**src/fabs_pkg.sv**
```systemverilog
// ----------------------------------------------------------------------------
// fabs_pkg
// shared types and constants of the four-axis bresenham step generator
// ----------------------------------------------------------------------------
`default_nettype none

package fabs_pkg;

    // input command codes
    localparam logic [1:0] CMD_LOAD    = 2'd0;
    localparam logic [1:0] CMD_STEP    = 2'd1;
    localparam logic [1:0] CMD_SET_POS = 2'd2;

    // configuration register indexes
    localparam logic [2:0] REG_ABS_MODE    = 3'd0;
    localparam logic [2:0] REG_FEED_RATE   = 3'd1;
    localparam logic [2:0] REG_SPM_X       = 3'd2;
    localparam logic [2:0] REG_SPM_Y       = 3'd3;
    localparam logic [2:0] REG_SPM_Z       = 3'd4;
    localparam logic [2:0] REG_SPM_E       = 3'd5;
    localparam logic [2:0] REG_START_HP    = 3'd6;
    localparam logic [2:0] REG_RAMP_FACTOR = 3'd7;

    // axis codes
    localparam logic [1:0] AXIS_Y = 2'd1;
    localparam logic [1:0] AXIS_Z = 2'd2;

    // cruise numerator, quotient width and last divider iteration
    localparam int          QUO_BITS   = 25;
    localparam logic [24:0] CRUISE_NUM = 25'd30000000;
    localparam logic [4:0]  DIV_LAST   = 5'd24;

    typedef struct packed {
        logic        abs_mode;
        logic [15:0] feed_rate;
        logic [11:0] spm_x;
        logic [11:0] spm_y;
        logic [11:0] spm_z;
        logic [11:0] spm_e;
        logic [15:0] start_hp;
        logic [15:0] ramp_factor;
    } cfg_t;

    // controller to datapath
    typedef struct packed {
        logic capture;
        logic set_pos;
        logic res_idle;
        logic ld_calc;
        logic ld_mag;
        logic ld_minor;
        logic ld_div;
        logic div_step;
        logic st_calc;
        logic st_period;
    } dp_cmd_t;

    // datapath to controller
    typedef struct packed {
        logic steps_zero;
        logic div_done;
    } dp_stat_t;

endpackage

`default_nettype wire

```
**src/fabs_regs.sv**
```systemverilog
// ----------------------------------------------------------------------------
// fabs_regs
// apb configuration register file
// ----------------------------------------------------------------------------
`default_nettype none

module fabs_regs (
    input  wire logic         clk,
    input  wire logic         rst_n,
    input  wire logic         psel,
    input  wire logic         penable,
    input  wire logic         pwrite,
    input  wire logic [4:0]   paddr,
    input  wire logic [31:0]  pwdata,
    output logic [31:0]       prdata,
    output logic              pready,
    output fabs_pkg::cfg_t    cfg
);
    import fabs_pkg::*;

    cfg_t       cfg_reg;
    logic [2:0] idx;
    logic       wr_en;

    assign idx    = paddr[4:2];
    assign wr_en  = psel & penable & pwrite;
    assign pready = 1'b1;
    assign cfg    = cfg_reg;

    always_ff @(posedge clk or negedge rst_n)
    begin
        if (!rst_n)
        begin
            cfg_reg.abs_mode    <= 1'b1;
            cfg_reg.feed_rate   <= 16'd500;
            cfg_reg.spm_x       <= 12'd80;
            cfg_reg.spm_y       <= 12'd80;
            cfg_reg.spm_z       <= 12'd400;
            cfg_reg.spm_e       <= 12'd100;
            cfg_reg.start_hp    <= 16'd300;
            cfg_reg.ramp_factor <= 16'd64880;
        end
        else if (wr_en)
        begin
            case (idx)
                REG_ABS_MODE:    cfg_reg.abs_mode    <= pwdata[0];
                REG_FEED_RATE:   cfg_reg.feed_rate   <= pwdata[15:0];
                REG_SPM_X:       cfg_reg.spm_x       <= pwdata[11:0];
                REG_SPM_Y:       cfg_reg.spm_y       <= pwdata[11:0];
                REG_SPM_Z:       cfg_reg.spm_z       <= pwdata[11:0];
                REG_SPM_E:       cfg_reg.spm_e       <= pwdata[11:0];
                REG_START_HP:    cfg_reg.start_hp    <= pwdata[15:0];
                REG_RAMP_FACTOR: cfg_reg.ramp_factor <= pwdata[15:0];
                default:         cfg_reg.abs_mode    <= cfg_reg.abs_mode;
            endcase
        end
    end

    always_comb
    begin
        case (idx)
            REG_ABS_MODE:    prdata = {31'd0, cfg_reg.abs_mode};
            REG_FEED_RATE:   prdata = {16'd0, cfg_reg.feed_rate};
            REG_SPM_X:       prdata = {20'd0, cfg_reg.spm_x};
            REG_SPM_Y:       prdata = {20'd0, cfg_reg.spm_y};
            REG_SPM_Z:       prdata = {20'd0, cfg_reg.spm_z};
            REG_SPM_E:       prdata = {20'd0, cfg_reg.spm_e};
            REG_START_HP:    prdata = {16'd0, cfg_reg.start_hp};
            REG_RAMP_FACTOR: prdata = {16'd0, cfg_reg.ramp_factor};
            default:         prdata = 32'd0;
        endcase
    end

endmodule

`default_nettype wire

```
**config.mk**
```make
export PLATFORM = sky130hd
export DESIGN_NAME = fabs_regs
export DESIGN_NICKNAME = d
export VERILOG_FILES = /design/src/fabs_pkg.sv /design/src/fabs_regs.sv
export SDC_FILE = /design/constraint.sdc
export NUM_CORES = 1
export LEC_CHECK = 0
export CORE_UTILIZATION = 55
export DETAILED_ROUTE_END_ITERATION = 10
export DONT_BUFFER_PORTS = 1
export MAX_ROUTING_LAYER = met4
export PLACE_DENSITY = 0.73
export SLEW_MARGIN = 40
export SYNTH_ARGS = -nofsm -noshare
export SYNTH_HDL_FRONTEND = slang
export SYNTH_SLANG_ARGS = --single-unit
```
**constraint.sdc**
```tcl
create_clock -name clk -period 2.1 [get_ports clk]
set_input_delay 0.525 -clock clk [delete_from_list [all_inputs] [get_ports clk]]
set_output_delay 0.525 -clock clk [all_outputs]
set_load 0.05 [all_outputs]
```
# == Word-level counts from Yosys, hierarchy flattened ==
# Index checks and enable logic that the tools add are counted.
# totals
reg_bits,97
in_bits,42
output_inout_bits,130
# classes
eq_ne,7
muxes,1
n_bitwise,2
n_reduce_logical,9
# ops
op,count
$pmux W32 S8,1
$reduce_and A2 Y1,8
$eq A3 B3 Y1 const B,4
$eq A3 B2 Y1 const B,2
$eq A3 B1 Y1 const B,1
$logic_not A3 Y1,1
$and A1 B1 Y1,2

# == Depth between registers and ports, before layout ==
# depth
ltp_word,3
depth_mapped,5
mapped_depth_nobuf,3

# == Worst setup path after synthesis ==
# No wires, ideal clock.
# synth_timing
kind,input port to output port
from,input paddr[2]
to,output prdata[0]
arrival_ns,2.118
setup_slack_ns,-0.543
cell_stages,5
n_path_buf,2
cell_sequence,buf_4 > buf_4 > mux2i_1 > a211o_1 > a41oi_1
# synth_via
elab_chain_len,2
# synth_rtl
element,line,source
"start, declared",fabs_regs.sv:13,"input wire logic [4:0] paddr,"
"$eq A3 B3 Y1, or another cell as far along",fabs_regs.sv:61,case (idx)
$pmux W32 S8 (*),fabs_regs.sv:61,
"end, declared",fabs_regs.sv:15,"output logic [31:0] prdata,"
# Every way passes the cells marked *; elsewhere a longest branch is shown, timed or not. The select of a mux whose other input is x is not followed.

# == Worst setup path after layout ==
# layout_timing
from,register cfg_reg (netlist bit cfg[21])
to,output prdata[5]
# layout_via
elab_chain_len,1
# layout_rtl
element,line,source
"start, declared",fabs_regs.sv:21,cfg_t cfg_reg;
$pmux W32 S8,fabs_regs.sv:61,
# Every way passes these cells. The select of a mux whose other input is x is not followed.

==> reports/metrics.csv <==
metric,value,unit
status,"complete, but fails checks",
failing checks,"hold timing, setup timing",
syn avg cell area,14.1,µm²
Buffers & Inverters on Critical Path,1,
"Clk Latency, worst-skew pair",0.35,ns
final count of negative-setup-slack endpoints,6,
initial detailed-routing violation count,72,
DRC errors left,0,
number of global-route vias before repair,3374,
final hold viol count,66,
Final TNS setup,-0.258,ns
DR WL/cell,21.8,µm
number of synthesized flops with an enable pin,0,
Synth async-reset ratio,100,%
NumNets Final,479,
Seq cells post-synth,97,
total congestion overflow,0,
"CP delay by family, top",flip-flops,
CTS Sinks,97,
vias per cell,5.72,
"CTS clk-pin slew, worst paths",0.09,ns
met1 Track Usage GR,36.1,%
final worst slack,-0.0970,ns
post-layout minimum cycle time,2.20,ns
gp weighted congestion,0.765,
Yosys warnings,0,
"Distinct cells, synth",32,
"Slew Viols, Final",0,
DP HPWL,8400,µm
synthesized instance count,330,
Die ar.,8850,µm²
met2 usage,47.1,%
PD cells,1140,nW/µm²
Die Width,94.1,µm
DR pass1 iterations,4,
clock root buffer,clkbuf_8,
CTS tree,yes,
Max VDD drop,0.000660,V
RSZ-0062 raised after global routing,true,
largest fanout on the critical path,3,
Total Routing Usage GR,29.1,%
Critical Path End Type,output port,
Max Cap Viol,0,
Pleak,2.77,nW
# IOs,172,
n_diodes,0,
met3 usage,6.88,%
max reg flops,97,
Tightest Hold Check Type,input pin to asynchronous set/reset pin,
Routed WL,11900,µm
largest net degree at the start of global routing,98,
Slew @ Worst Pin,0.561,ns
"area leader, netlist",dfrtp_1,
die height,94.1,µm
total CTS buffers,9,
Synth Flop Type,dfrtp_1,
Area contributors post-synth,"dfrtp_1 35%, mux2_2 21%, dfstp_2 17%",
fmax,455,MHz
Final Util,74.7,%
Crit path largest cell delay,0.71,ns
first-pass GRT wire length,18300,µm
crit path DAT,1.67,ns
CP max stage cell,dfstp_2,
Synth top area share,35.4,%
Initial Util,56.8,%
layout cells sized above 1,65.8,%
CTS max path bufs,2,
"Seq/Total Area, Yosys",52.9,%
via count,3129,
critical path launch point type,flip-flop,
critical-path cell list,mux4_2 -> nor2_4 -> nor2_4 -> buf_12,
Area Overhead vs Synth,31.6,%
antenna-violating nets left,0,
Slew headroom,62.6,%
GRT busiest layer,met2,
Worst Skew,0,ns
Setup CP Type,flip-flop to output port,
period utilisation layout,105,%
Placeable Area,8220,µm²
synthesized area,4660,µm²
Fin Hold WS,-0.147,ns
antenna violations before repair,0,
required time of the critical path,1.57,ns
CTS H-tree lvls,3,
port bufs,0,
postcts setup bufs,0,
"most used cell, CP",nor2_4,
row cnt,33,
[final timing paths]
kind | start | to | slack [ns] | cells after the start
worst min-delay path | rst_n | cfg[20] | -0.15 | 0
worst max-delay path | cfg[21] | prdata[5] | -0.1 | 4
min in group clk | pwdata[4] | cfg[72] | 0.30 | 1
worst max register to register | cfg[92] | cfg[92] | 1.02 | 1
worst min register to register | cfg[78] | cfg[78] | 0.73 | 2
max in group asynchronous | rst_n | cfg[5] | 1.97 | 0
[power breakdown]
group	switching (mW)	total, mW	internal [mW]
clock network	0.612	1.35	0.739
logic	1.98	2.98	1.00
registers	0.334	2.65	2.32
total	2.93	6.98	4.06
[layout make-up]
class / count / area, µm²
clock buffer: 14 / 163
clock inverter: 2 / 60.1
fill: 547 / 2080
inverter: 2 / 7.51
multi-input combinational: 212 / 2310
sequential: 97 / 2470
tap: 105 / 131
timing repair buffer: 115 / 1000
[placed cells by master (no fill, tap or decap), types with 3 or more instances in the layout]
master and instances:
a221oi_2 6, o2bb2ai_4 4, a22oi_1 4, nand2_1 6, nor2_4 11, nor2_2 3
mux2_1 24, nor2_1 10, o221ai_4 3, clkbuf_8 11, mux2_2 86, nor2b_1 3
mux4_2 7, dfstp_2 31, buf_12 11, dfrtp_1 66, mux2i_1 7, buf_4 104
conb_1 17, clkbuf_1 3
[through the flow]
stage | power (mW) | std cells | setup slack [ns] | cell area, µm² | hold slack [ns]
final | 6.98 | 547 | -0.0970 | 6140 | -0.147
after global routing | 7.23 | 547 | -0.152 | 6140 | -0.162
after CTS | 7.02 | 547 | -0.107 | 6130 | -0.159
after detailed placement | 5.66 | 531 | -0.0470 | 5880 | 0.232
after global placement | 5.57 | 531 | -0.349 | 5870 | 0.232
after floorplan | 4.85 | 345 | -0.0130 | 5000 | 0.229
[cell families after synthesis]
| logic type | share of synthesized area [%] |
|---|---|
| multiplexers | 31.7 |
| buffers and inverters | 5.15 |
| AO/OA/AOI/OAI | 4.78 |
| flip-flops | 52.9 |
| other | 0.161 |
| AND/OR/NAND/NOR | 5.34 |
[routing by layer]
| layer | share of wire (%) | vias to the layer above |
|---|---|---|
| li1 | - | 1385 |
| met1 | 41 | 1613 |
| met2 | 51 | 119 |
| met3 | 7.0 | 12 |
| met4 | 0.96 | 0 |
| met5 | 0 | - |
[cell usage after synthesis, drive strengths merged, types with 3 or more instances]
cell type	n
mux2	111
dfrtp	66
buf	32
dfstp	31
nor2	24
a221oi	7
mux2i	7
mux4	7
nand2	7
a22oi	6
nor2b	5
o2bb2ai	5
o221ai	3
[timing repair]
item,CTS,global route
pin swaps,5,1
gates resized for setup,6,2
setup endpoints to repair,10,7
endpoints found under the hold margin,70,74
No activity file was read; power rests on OpenSTA's default activity.
