**src/fabs_pkg.sv**
```systemverilog
// ----------------------------------------------------------------------------
// fabs_pkg
// shared types and constants of the four-axis bresenham step generator
// ----------------------------------------------------------------------------
`default_nettype none

package fabs_pkg;

    // input command codes
    localparam logic [1:0] CMD_LOAD    = 2'd0;
    localparam logic [1:0] CMD_STEP    = 2'd1;
    localparam logic [1:0] CMD_SET_POS = 2'd2;

    // configuration register indexes
    localparam logic [2:0] REG_ABS_MODE    = 3'd0;
    localparam logic [2:0] REG_FEED_RATE   = 3'd1;
    localparam logic [2:0] REG_SPM_X       = 3'd2;
    localparam logic [2:0] REG_SPM_Y       = 3'd3;
    localparam logic [2:0] REG_SPM_Z       = 3'd4;
    localparam logic [2:0] REG_SPM_E       = 3'd5;
    localparam logic [2:0] REG_START_HP    = 3'd6;
    localparam logic [2:0] REG_RAMP_FACTOR = 3'd7;

    // axis codes
    localparam logic [1:0] AXIS_Y = 2'd1;
    localparam logic [1:0] AXIS_Z = 2'd2;

    // cruise numerator, quotient width and last divider iteration
    localparam int          QUO_BITS   = 25;
    localparam logic [24:0] CRUISE_NUM = 25'd30000000;
    localparam logic [4:0]  DIV_LAST   = 5'd24;

    typedef struct packed {
        logic        abs_mode;
        logic [15:0] feed_rate;
        logic [11:0] spm_x;
        logic [11:0] spm_y;
        logic [11:0] spm_z;
        logic [11:0] spm_e;
        logic [15:0] start_hp;
        logic [15:0] ramp_factor;
    } cfg_t;

    // controller to datapath
    typedef struct packed {
        logic capture;
        logic set_pos;
        logic res_idle;
        logic ld_calc;
        logic ld_mag;
        logic ld_minor;
        logic ld_div;
        logic div_step;
        logic st_calc;
        logic st_period;
    } dp_cmd_t;

    // datapath to controller
    typedef struct packed {
        logic steps_zero;
        logic div_done;
    } dp_stat_t;

endpackage

`default_nettype wire

```
**src/fabs_ctrl.sv**
```systemverilog
// ----------------------------------------------------------------------------
// fabs_ctrl
// command sequencer: load, step, set-position and result handoff
// ----------------------------------------------------------------------------
`default_nettype none

module fabs_ctrl (
    input  wire logic          clk,
    input  wire logic          rst_n,
    input  wire logic          in_valid,
    input  wire logic [1:0]    in_cmd,
    output logic               in_ready,
    output logic               out_valid,
    input  wire logic          out_ready,
    input  fabs_pkg::dp_stat_t stat,
    output fabs_pkg::dp_cmd_t  cmd
);
    import fabs_pkg::*;

    typedef enum logic [3:0] {
        S_IDLE,
        S_LD_CALC,
        S_LD_MAG,
        S_LD_MINOR,
        S_LD_DIV,
        S_DIVIDE,
        S_ST_CALC,
        S_ST_PERIOD,
        S_RESULT
    } state_t;

    state_t state_reg;
    logic   in_ready_reg;
    logic   out_valid_reg;
    logic   accept;

    assign in_ready  = in_ready_reg;
    assign out_valid = out_valid_reg;
    assign accept    = in_valid & in_ready_reg;

    always_comb
    begin
        cmd          = '0;
        cmd.capture  = accept;
        cmd.set_pos  = accept && (in_cmd == CMD_SET_POS);
        cmd.res_idle = accept && ((in_cmd != CMD_STEP) || stat.steps_zero);
        cmd.ld_calc  = (state_reg == S_LD_CALC);
        cmd.ld_mag   = (state_reg == S_LD_MAG);
        cmd.ld_minor = (state_reg == S_LD_MINOR);
        cmd.ld_div   = (state_reg == S_LD_DIV);
        cmd.div_step = (state_reg == S_DIVIDE);
        cmd.st_calc  = (state_reg == S_ST_CALC);
        cmd.st_period = (state_reg == S_ST_PERIOD);
    end

    always_ff @(posedge clk or negedge rst_n)
    begin
        if (!rst_n)
        begin
            state_reg     <= S_IDLE;
            in_ready_reg  <= 1'b1;
            out_valid_reg <= 1'b0;
        end
        else
        begin
            case (state_reg)
                S_IDLE:
                begin
                    if (accept)
                    begin
                        in_ready_reg <= 1'b0;
                        if (in_cmd == CMD_LOAD)
                        begin
                            state_reg <= S_LD_CALC;
                        end
                        else if ((in_cmd == CMD_STEP) && !stat.steps_zero)
                        begin
                            state_reg <= S_ST_CALC;
                        end
                        else
                        begin
                            state_reg     <= S_RESULT;
                            out_valid_reg <= 1'b1;
                        end
                    end
                end
                S_LD_CALC:   state_reg <= S_LD_MAG;
                S_LD_MAG:    state_reg <= S_LD_MINOR;
                S_LD_MINOR:  state_reg <= S_LD_DIV;
                S_LD_DIV:    state_reg <= S_DIVIDE;
                S_DIVIDE:
                begin
                    if (stat.div_done)
                    begin
                        state_reg     <= S_RESULT;
                        out_valid_reg <= 1'b1;
                    end
                end
                S_ST_CALC:   state_reg <= S_ST_PERIOD;
                S_ST_PERIOD:
                begin
                    state_reg     <= S_RESULT;
                    out_valid_reg <= 1'b1;
                end
                S_RESULT:
                begin
                    if (out_ready)
                    begin
                        state_reg     <= S_IDLE;
                        out_valid_reg <= 1'b0;
                        in_ready_reg  <= 1'b1;
                    end
                end
                default:
                begin
                    state_reg     <= S_IDLE;
                    out_valid_reg <= 1'b0;
                    in_ready_reg  <= 1'b1;
                end
            endcase
        end
    end

endmodule

`default_nettype wire

```
**config.mk**
```make
export PLATFORM = sky130hd
export DESIGN_NAME = fabs_ctrl
export DESIGN_NICKNAME = d
export VERILOG_FILES = /design/src/fabs_pkg.sv /design/src/fabs_ctrl.sv
export SDC_FILE = /design/constraint.sdc
export NUM_CORES = 1
export LEC_CHECK = 0
export ABC_AREA = 1
export BUFFER_PORTS_ARGS = -buffer_cell sky130_fd_sc_hd__buf_2
export CORE_AREA = 2 2 39 41
export DETAILED_ROUTE_END_ITERATION = 16
export DIE_AREA = 0 0 41 43
export PLACE_DENSITY = 0.64
export REMOVE_ABC_BUFFERS = 1
export SYNTH_ARGS = -nofsm -noshare
export SYNTH_HDL_FRONTEND = slang
export SYNTH_SLANG_ARGS = --single-unit
```
**constraint.sdc**
```tcl
create_clock -name clk -period 2.9 [get_ports clk]
set_clock_uncertainty 0.05 [all_clocks]
set_input_delay 0.435 -clock clk [delete_from_list [all_inputs] [get_ports clk]]
set_output_delay 0.435 -clock clk [all_outputs]
set_load 0.02 [all_outputs]
```
# [Yosys cells after proc, flatten, opt, wreduce, memory -nomap -nowiden]
# Cells that the tools add are included.
[totals] output_inout_bits=12 wordCells=49 register_bits=6
[classes] reduce_logical=12 bitwise_logic=3 muxes=15 eq_ne=16
[op_table] operator="$pmux 4 s9" count=1
[op_table] operator="$mux 4" count=5
[op_table] operator="$eq 4x3->1 const B" count=4
[op_table] operator="$ne 2x2->1 const B" count=5
[op_table] operator="$eq 4x2->1 const B" count=2
[op_table] operator="$mux 1" count=7
[op_table] operator="$reduce_or 7->1" count=1
[op_table] operator="$reduce_and 3->1" count=2
[op_table] operator="$reduce_and 6->1" count=1
[op_table] operator="$pmux 1 s5" count=1
[op_table] operator="$reduce_or 5->1" count=1
[op_table] operator="$eq 4x1->1 const B" count=1
[op_table] operator="$eq 4x4->1 const B" count=1
[op_table] operator="$logic_not 4->1" count=1
[op_table] operator="$logic_and 1x1->1" count=3
[op_table] operator="$pmux 1 s3" count=1
[op_table] operator="$eq 2x1->1 const B" count=1
[op_table] operator="$eq 2x2->1 const B" count=1
[op_table] operator="$logic_not 2->1" count=1
[op_table] operator="$ne 2x1->1 const B" count=1
[op_table] operator="$not 1->1" count=2
[op_table] operator="$and 1x1->1" count=1
[op_table] operator="$logic_not 1->1" count=1
[op_table] operator="$logic_or 1x1->1" count=1

# [Longest topological paths before layout]
# Gate-level depths: netlist of run 1.
[logic_depth] word_depth=6 ltp_mapped=9

# [Worst setup path before layout of run 1]
# OpenSTA, ideal clock, no wires.
[synth_path] kind="reg-to-output" start="register in_ready_reg (netlist: in_ready)" end="output cmd[8] (netlist bit)" stages_incl_launch_ff=3 t_arrival_ns=1.134 t_required_ns=2.415 setup_slack_ns=1.281 cell_sequence="dfstp_2 -> nand2_1 -> nor3_1"
[synth_lines] element="start: declaration" line="fabs_ctrl.sv:33" source="logic in_ready_reg;"
[synth_lines] element="start signal: assignment" line="fabs_ctrl.sv:61" source="in_ready_reg <= 1'b1;"
[synth_lines] element="start signal: assignment" line="fabs_ctrl.sv:71" source="in_ready_reg <= 1'b0;"
[synth_lines] element="start signal: assignment" line="fabs_ctrl.sv:111" source="in_ready_reg <= 1'b1;"
[synth_lines] element="end: declaration" line="fabs_ctrl.sv:16" source="output fabs_pkg::dp_cmd_t cmd"

==> results of run 1 <==
## cell families after synthesis
kind of cell           synth area share
AOI/OAI and AO/OA                 0.136
buffers and inverters            0.0954
DFF                               0.350
and+or+nand+nor                   0.419
## worst max-delay path by stage
stage	end	from	cells after the start	slack, ns
floorplan	cmd[8]	in_ready	2	1.28
global placement	cmd[7]	in_cmd[1]	6	1.45
detailed placement	cmd[7]	in_cmd[1]	6	1.41
CTS	cmd[5]	state_reg[2]	4	1.17
global route	cmd[0]	state_reg[3]	4	1.08
finish	cmd[5]	state_reg[2]	4	1.17
## critical path: cells and delay by family, from the launching register on
kind / cells / cell delay, ns
buffers and inverters: 2 / 0.30
flip-flops: 1 / 0.40
AND/OR/NAND/NOR: 2 / 0.30
## routing by layer
layer  GRT usage  vias up
met5           0        -
met4       0.120        0
met3           0        2
met2       0.169       16
met1       0.182      221
li1            -      255
## layout make-up
| type | instances | share of cell area |
|---|---|---|
| inverters | 9 | 0.0586 |
| clock buffers | 4 | 0.0456 |
| well taps | 16 | 0.0347 |
| flip-flops and latches | 6 | 0.262 |
| multi-input cells | 50 | 0.416 |
| repair buffers | 20 | 0.182 |
## placed cells by master (no fill, tap or decap)
| cell type | Yosys | layout |
|---|---|---|
| nand2_1 | 17 | 17 |
| nor2_2 | 4 | 4 |
| clkbuf_4 | 0 | 3 |
| nand3_1 | 4 | 4 |
| clkbuf_1 | 0 | 1 |
| or2_2 | 1 | 1 |
| buf_2 | 0 | 19 |
| inv_1 | 6 | 6 |
| nand3_2 | 1 | 1 |
| nor3_1 | 2 | 2 |
| nor3_2 | 1 | 1 |
| a21oi_2 | 1 | 1 |
| dfrtp_1 | 5 | 5 |
| nor2_1 | 8 | 8 |
| o21ai_0 | 7 | 7 |
| nand2_2 | 1 | 1 |
| a21oi_1 | 3 | 3 |
| dlygate4sd3_1 | 0 | 1 |
| inv_2 | 3 | 3 |
| dfstp_2 | 1 | 1 |
## metrics by stage
| stage | utilization | setup slack, ns |
|---|---|---|
| after detailed placement | 0.391 | 1.41 |
| final | 0.417 | 1.17 |
| after CTS | 0.417 | 1.17 |
| after global routing | 0.417 | 1.08 |
| after floorplan | - | 1.28 |
| after global placement | 0.391 | 1.45 |
## where the power goes
| part | total, uW | leakage (uW) | switching, uW | internal, uW |
|---|---|---|---|---|
| Clock | 81.6 | 0.0000150 | 29.5 | 52.1 |
| Sequential | 157 | 0.0000765 | 32.1 | 125 |
| Combinational | 388 | 0.000247 | 260 | 128 |
## timing repair
item / CTS / global route
setup buffers: 0 / 0
resized for setup: 0 / 0
hold buffers: 1 / 0
endpoints found under the hold margin: 5 / 0
==> impl_metrics.tcl, run 1 <==
set metrics [dict create \
    yosys_warnings 0 \
    drt_wl_total_um 963 \
    rsz0062_at_grt "false" \
    wl_per_cell_um 9.17 \
    maxSlewHeadroom 0.842 \
    yosysSeqAreaShare 0.350 \
    critPathSlowestCell "dfrtp_1" \
    wl_met3_um 48 \
    rr_worst_depth 6 \
    max_freq_ghz 0.580 \
    layout.nets 98 \
    clkTransAtPathRegs_ns 0.05 \
    cts_buffer_depth 2 \
    setup_viol 0 \
    drtIter0Drc 10 \
    grt_start_max_net_pins 7 \
    hold_depth 4 \
    syn_area_sq_um 433 \
    syn_avg_cell_area_sq_um 6.56 \
    finalCritPeriodShare 0.595 \
    grtUsageTotal 0.129 \
    worst_path_largest_cell_delay_ns 0.40 \
    cts_buffers 3 \
    die_x_um 41 \
    hold_path.startpoint "stat[0]" \
    clock-sinks 6 \
    synth_top_area_frac 0.289 \
    cts.root.buffer_cell "clkbuf_4" \
    drv_cap 0 \
    portBuffers 19 \
    rrSetupSlack_ns 1.56 \
    largest_register_ffs 4 \
    placed_cells 100 \
    synthTopCellsByArea "dfrtp_1 (29%), nand2_1 (15%), o21ai_0 (8.1%)" \
    fp.dieH_um 43 \
    m1WireLength_um 458 \
    wl_met2_um 441 \
    seq_area_sq_um 151 \
    ant_nets 0 \
    via_per_inst 4.70 \
    synth_edf_count 0 \
    gp_congestion 0.847 \
    setup.worst_path.start_class "flip-flop" \
    cts_tree "built" \
    first_pass_iters 4 \
    timing.rr.end "state_reg[3]" \
    power_density_mw_per_mm2 1090 \
    initial_utilization 0.313 \
    endpoint_kind "output pin" \
    core_area_sq_mm 0.00138 \
    grt_pass1_vias 424 \
    synth_common_cells "nand2_1 (17), nor2_1 (8), o21ai_0 (7)" \
    yosysUniqueCellTypes 17 \
    rows 14 \
    yosysMostFrequentCell "nand2_1" \
    dp_hpwl_um 800 \
    hp-class "input port to flip-flop" \
    arrival_ns 1.24 \
    ys_seq_elements 6 \
    num_io_pins 20 \
    multiInputGateArea_sq_um 240 \
    status "finished clean" \
    antenna_found_initial 0 \
    vias 494 \
    layout-drive-gt1-share 0.393 \
    grt_overflow 0 \
    critPathKind "flip-flop to output pin" \
    fin_area_sq_um 577 \
    worstMarginPinSlew_ns 0.236 \
    hold_path_end "state_reg[0]" \
    fin_setup_tns_ns 0 \
    ir_drop_uv 495 \
    crit_path_cell_trace "inv_1 > nand2_1 > nor2_1 > buf_2" \
    dpl_cell_area_sq_um 541 \
    fillers 153 \
    crit_fanout 4 \
    total_leakage_power_uw 0.000338 \
    area_delta_synth_final_pct 33.2 \
    drcViolationCount 0 \
    synthArstFlopShare 1.00 \
    cp.required_ns 2.41 \
    top_layer "met4" \
    n_antenna_cell 0 \
    yosysTopAreaCell "dfrtp_1" \
    finalHoldViolCount 0 \
    post-route-min-period_ns 1.73 \
    grt_pass1_wl_mm 1.57 \
    clkLatencyLatePin_ns 0.24 \
    r2r_start "state_reg[3]" \
    hold_slack_ns 0.422 \
    finalMaxSlewViolations 0 \
    htree_levels 1 \
    ys.flop_type "dfrtp_1" \
    power.total_uw 626 \
    dieArea_sq_mm 0.00176 \
    syn_inst 66 \
    fin_cells 105 \
]
Power figures use the tool's default switching activity.
==> run 2: changes to the inputs <==
--- a/config.mk
+++ b/config.mk
@@ -5,12 +5,12 @@
 export SDC_FILE = /design/constraint.sdc
 export NUM_CORES = 1
 export LEC_CHECK = 0
-export ABC_AREA = 1
+export ABC_AREA = 0
 export BUFFER_PORTS_ARGS = -buffer_cell sky130_fd_sc_hd__buf_2
 export CORE_AREA = 2 2 39 41
 export DETAILED_ROUTE_END_ITERATION = 16
 export DIE_AREA = 0 0 41 43
-export PLACE_DENSITY = 0.64
+export PLACE_DENSITY = 0.7
 export REMOVE_ABC_BUFFERS = 1
 export SYNTH_ARGS = -nofsm -noshare
 export SYNTH_HDL_FRONTEND = slang
==> constraint.sdc (replaced) <==
create_clock -name clk -period 1.7 [get_ports clk]
set_clock_uncertainty 0.05 [all_clocks]
set_input_delay 0.255 -clock clk [delete_from_list [all_inputs] [get_ports clk]]
set_output_delay 0.255 -clock clk [all_outputs]
set_load 0.02 [all_outputs]
==> run 2 against run 1 <==
Clock power increased by 69%. Worst setup slack got worse by 1.1 ns. Register-to-register slack got worse by 1.4 ns. Non-clock buffer count increased by 4. Area after synthesis increased by 16%. Critical path type unchanged. Utilization increased by 4.9 points. Highest routed layer is now met3. Total power increased by 16%. Sequential share of layout area decreased by 2.4 points. Via count increased by 1.6%.
==> impl_metrics.tcl, run 2 <==
set metrics [dict create \
    seq_area_sq_um 154 \
    rr_worst_depth 5 \
    syn_area_sq_um 503 \
    synthArstFlopShare 1.00 \
    endpoint_kind "output pin" \
    grt_overflow 0 \
    rows 14 \
    num_io_pins 20 \
    hold_depth 3 \
    finalCritPeriodShare 0.947 \
    hold_slack_ns 0.293 \
    initial_utilization 0.363 \
    worstMarginPinSlew_ns 0.410 \
    post-route-min-period_ns 1.61 \
    layout-drive-gt1-share 0.376 \
    dieArea_sq_mm 0.00176 \
    htree_levels 1 \
    timing.critical_path.buf_inv 1 \
    fillers 150 \
    yosysTopAreaCell "dfrtp_1" \
    layout.nets 94 \
    crit_family "flip-flops" \
    cp.required_ns 1.39 \
    power.total_uw 728 \
    maxSlewHeadroom 0.726 \
    final_cell_mix "buf_2 (19), nor2_1 (11), nor3_1 (6)" \
    placed_cells 95 \
    crit_path_cell_trace "nand2_1 > nor3b_1 > buf_2" \
    largest_register_ffs 4 \
    first_pass_iters 3 \
    clkLatencyLatePin_ns 0.24 \
    grtUsageTotal 0.153 \
    fp.dieH_um 43 \
    clock-sinks 6 \
    arrival_ns 1.31 \
    antenna_found_initial 0 \
    critPathKind "flip-flop to output pin" \
    cts.root.buffer_cell "clkbuf_4" \
    area_delta_synth_final_pct 28.1 \
    synth_edf_count 0 \
    ys.flop_type "dfrtp_1" \
    r2r_start "state_reg[0]" \
    clkTransAtPathRegs_ns 0.04 \
    synth_top_area_frac 0.249 \
    yosysUniqueCellTypes 27 \
    cts_buffers 3 \
    portBuffers 19 \
    grt_pass1_wl_mm 1.79 \
    ir_drop_uv 523 \
    cts_tree "built" \
    finalMaxSlewViolations 0 \
    hold_path.startpoint "out_ready" \
    drv_cap 0 \
    fin_setup_tns_ns 0 \
    finalHoldViolCount 0 \
    max_freq_ghz 0.621 \
    status "finished clean" \
    power_density_mw_per_mm2 1130 \
    total_leakage_power_uw 0.000349 \
    ant_nets 0 \
    ys_seq_elements 6 \
    crit_fanout 5 \
    synth_common_cells "nor2_1 (11), nor3_1 (6), a21oi_1 (5), dfrtp_1 (5), nand2_1 (4)" \
    syn_inst 62 \
    yosys_warnings 0 \
    hp-class "input port to flip-flop" \
    via_per_inst 4.97 \
    worst_path_largest_cell_delay_ns 0.56 \
    yosysSeqAreaShare 0.301 \
    vias 502 \
    dp_hpwl_um 875 \
    syn_avg_cell_area_sq_um 8.11 \
    n_antenna_cell 0 \
    cts_buffer_depth 2 \
    crit_start "in_ready" \
    die_x_um 41 \
    gp_congestion 0.747 \
    multiInputGateArea_sq_um 298 \
    yosysMostFrequentCell "nor2_1" \
    setup_viol 0 \
    critPathSlowestCell "dfstp_2" \
    fin_cells 101 \
    setup.worst_path.start_class "flip-flop" \
    drt_wl_total_mm 1.11 \
    path_depth 3 \
    rsz0062_at_grt "false" \
    drtIter0Drc 2 \
    drcViolationCount 0 \
    layout_commonest_cell "buf_2" \
    wl_per_cell_um 10.9 \
    synthTopCellsByArea "dfrtp_1 (25%), nor2_1 (8.2%), nor3_1 (6.0%)" \
    grt_start_max_net_pins 16 \
    grt_pass1_vias 433 \
    core_area_sq_mm 0.00138 \
]
run 2: cell type report:
| class | count | share of cell area |
|---|---|---|
| Multi-Input combinational cell | 48 | 0.462 |
| Sequential cell | 6 | 0.239 |
| Timing Repair Buffer | 24 | 0.210 |
| Clock buffer | 4 | 0.0408 |
| Tap cell | 16 | 0.0311 |
| Inverter | 3 | 0.0175 |
run 2: path summary, 6_finish.rpt:
kind                                     end  slack, ns
min in group asynchronous          out_valid       0.30
max in group asynchronous           in_ready       1.07
worst max-delay path                  cmd[8]       0.09
worst min register to register      in_ready       0.47
worst max register to register     out_valid       0.17
worst min-delay path            state_reg[3]       0.29
run 2: cell families (layout without fill, tap and decap cells):
logic type | after synthesis | count (layout) | synth area share
buffers and inverters | 8 | 31 | 0.107
AOI/OAI and AO/OA | 17 | 17 | 0.271
DFF | 6 | 6 | 0.301
and+or+nand+nor | 31 | 31 | 0.321
run 2: what timing repair did:
action | CTS | global route
setup endpoints to repair | 5 | 1
hold buffers | 1 | 0
pin swaps | 0 | 0
endpoints found under the hold margin | 6 | 0
setup buffers | 0 | 1
resized for setup | 2 | 0
run 2: worst register-to-register path: stages (launching register included):
cell	delay, ns
dfrtp_2	0.43
buf_4	0.16
buf_4	0.15
o32a_1	0.34
o32ai_1	0.14
a21oi_1	0.12
run 2: layer usage:
| metal | vias up | GRT usage | wire length [um] |
|---|---|---|---|
| met5 | - | 0 | 0 |
| met4 | 0 | 0.100 | 0 |
| met3 | 0 | 0.0157 | 49 |
| met2 | 10 | 0.247 | 574 |
| met1 | 229 | 0.178 | 481 |
| li1 | 263 | - | - |
run 2: power breakdown:
group	internal (uW)	switching [uW]	total (uW)
clock network	88.8	49.3	138
registers	193	48.4	241
logic	156	194	349
run 2: metrics by stage:
stage / setup slack, ns / area (sq um) / utilization
3_3_place_gp: 0.241 / 598 / 0.432
5_1_grt: 0.00796 / 644 / 0.466
4_1_cts: 0.0691 / 637 / 0.460
6_report: 0.0898 / 644 / 0.466
3_5_place_dp: 0.210 / 598 / 0.432
2_1_floorplan: 0.0907 / 460 / -
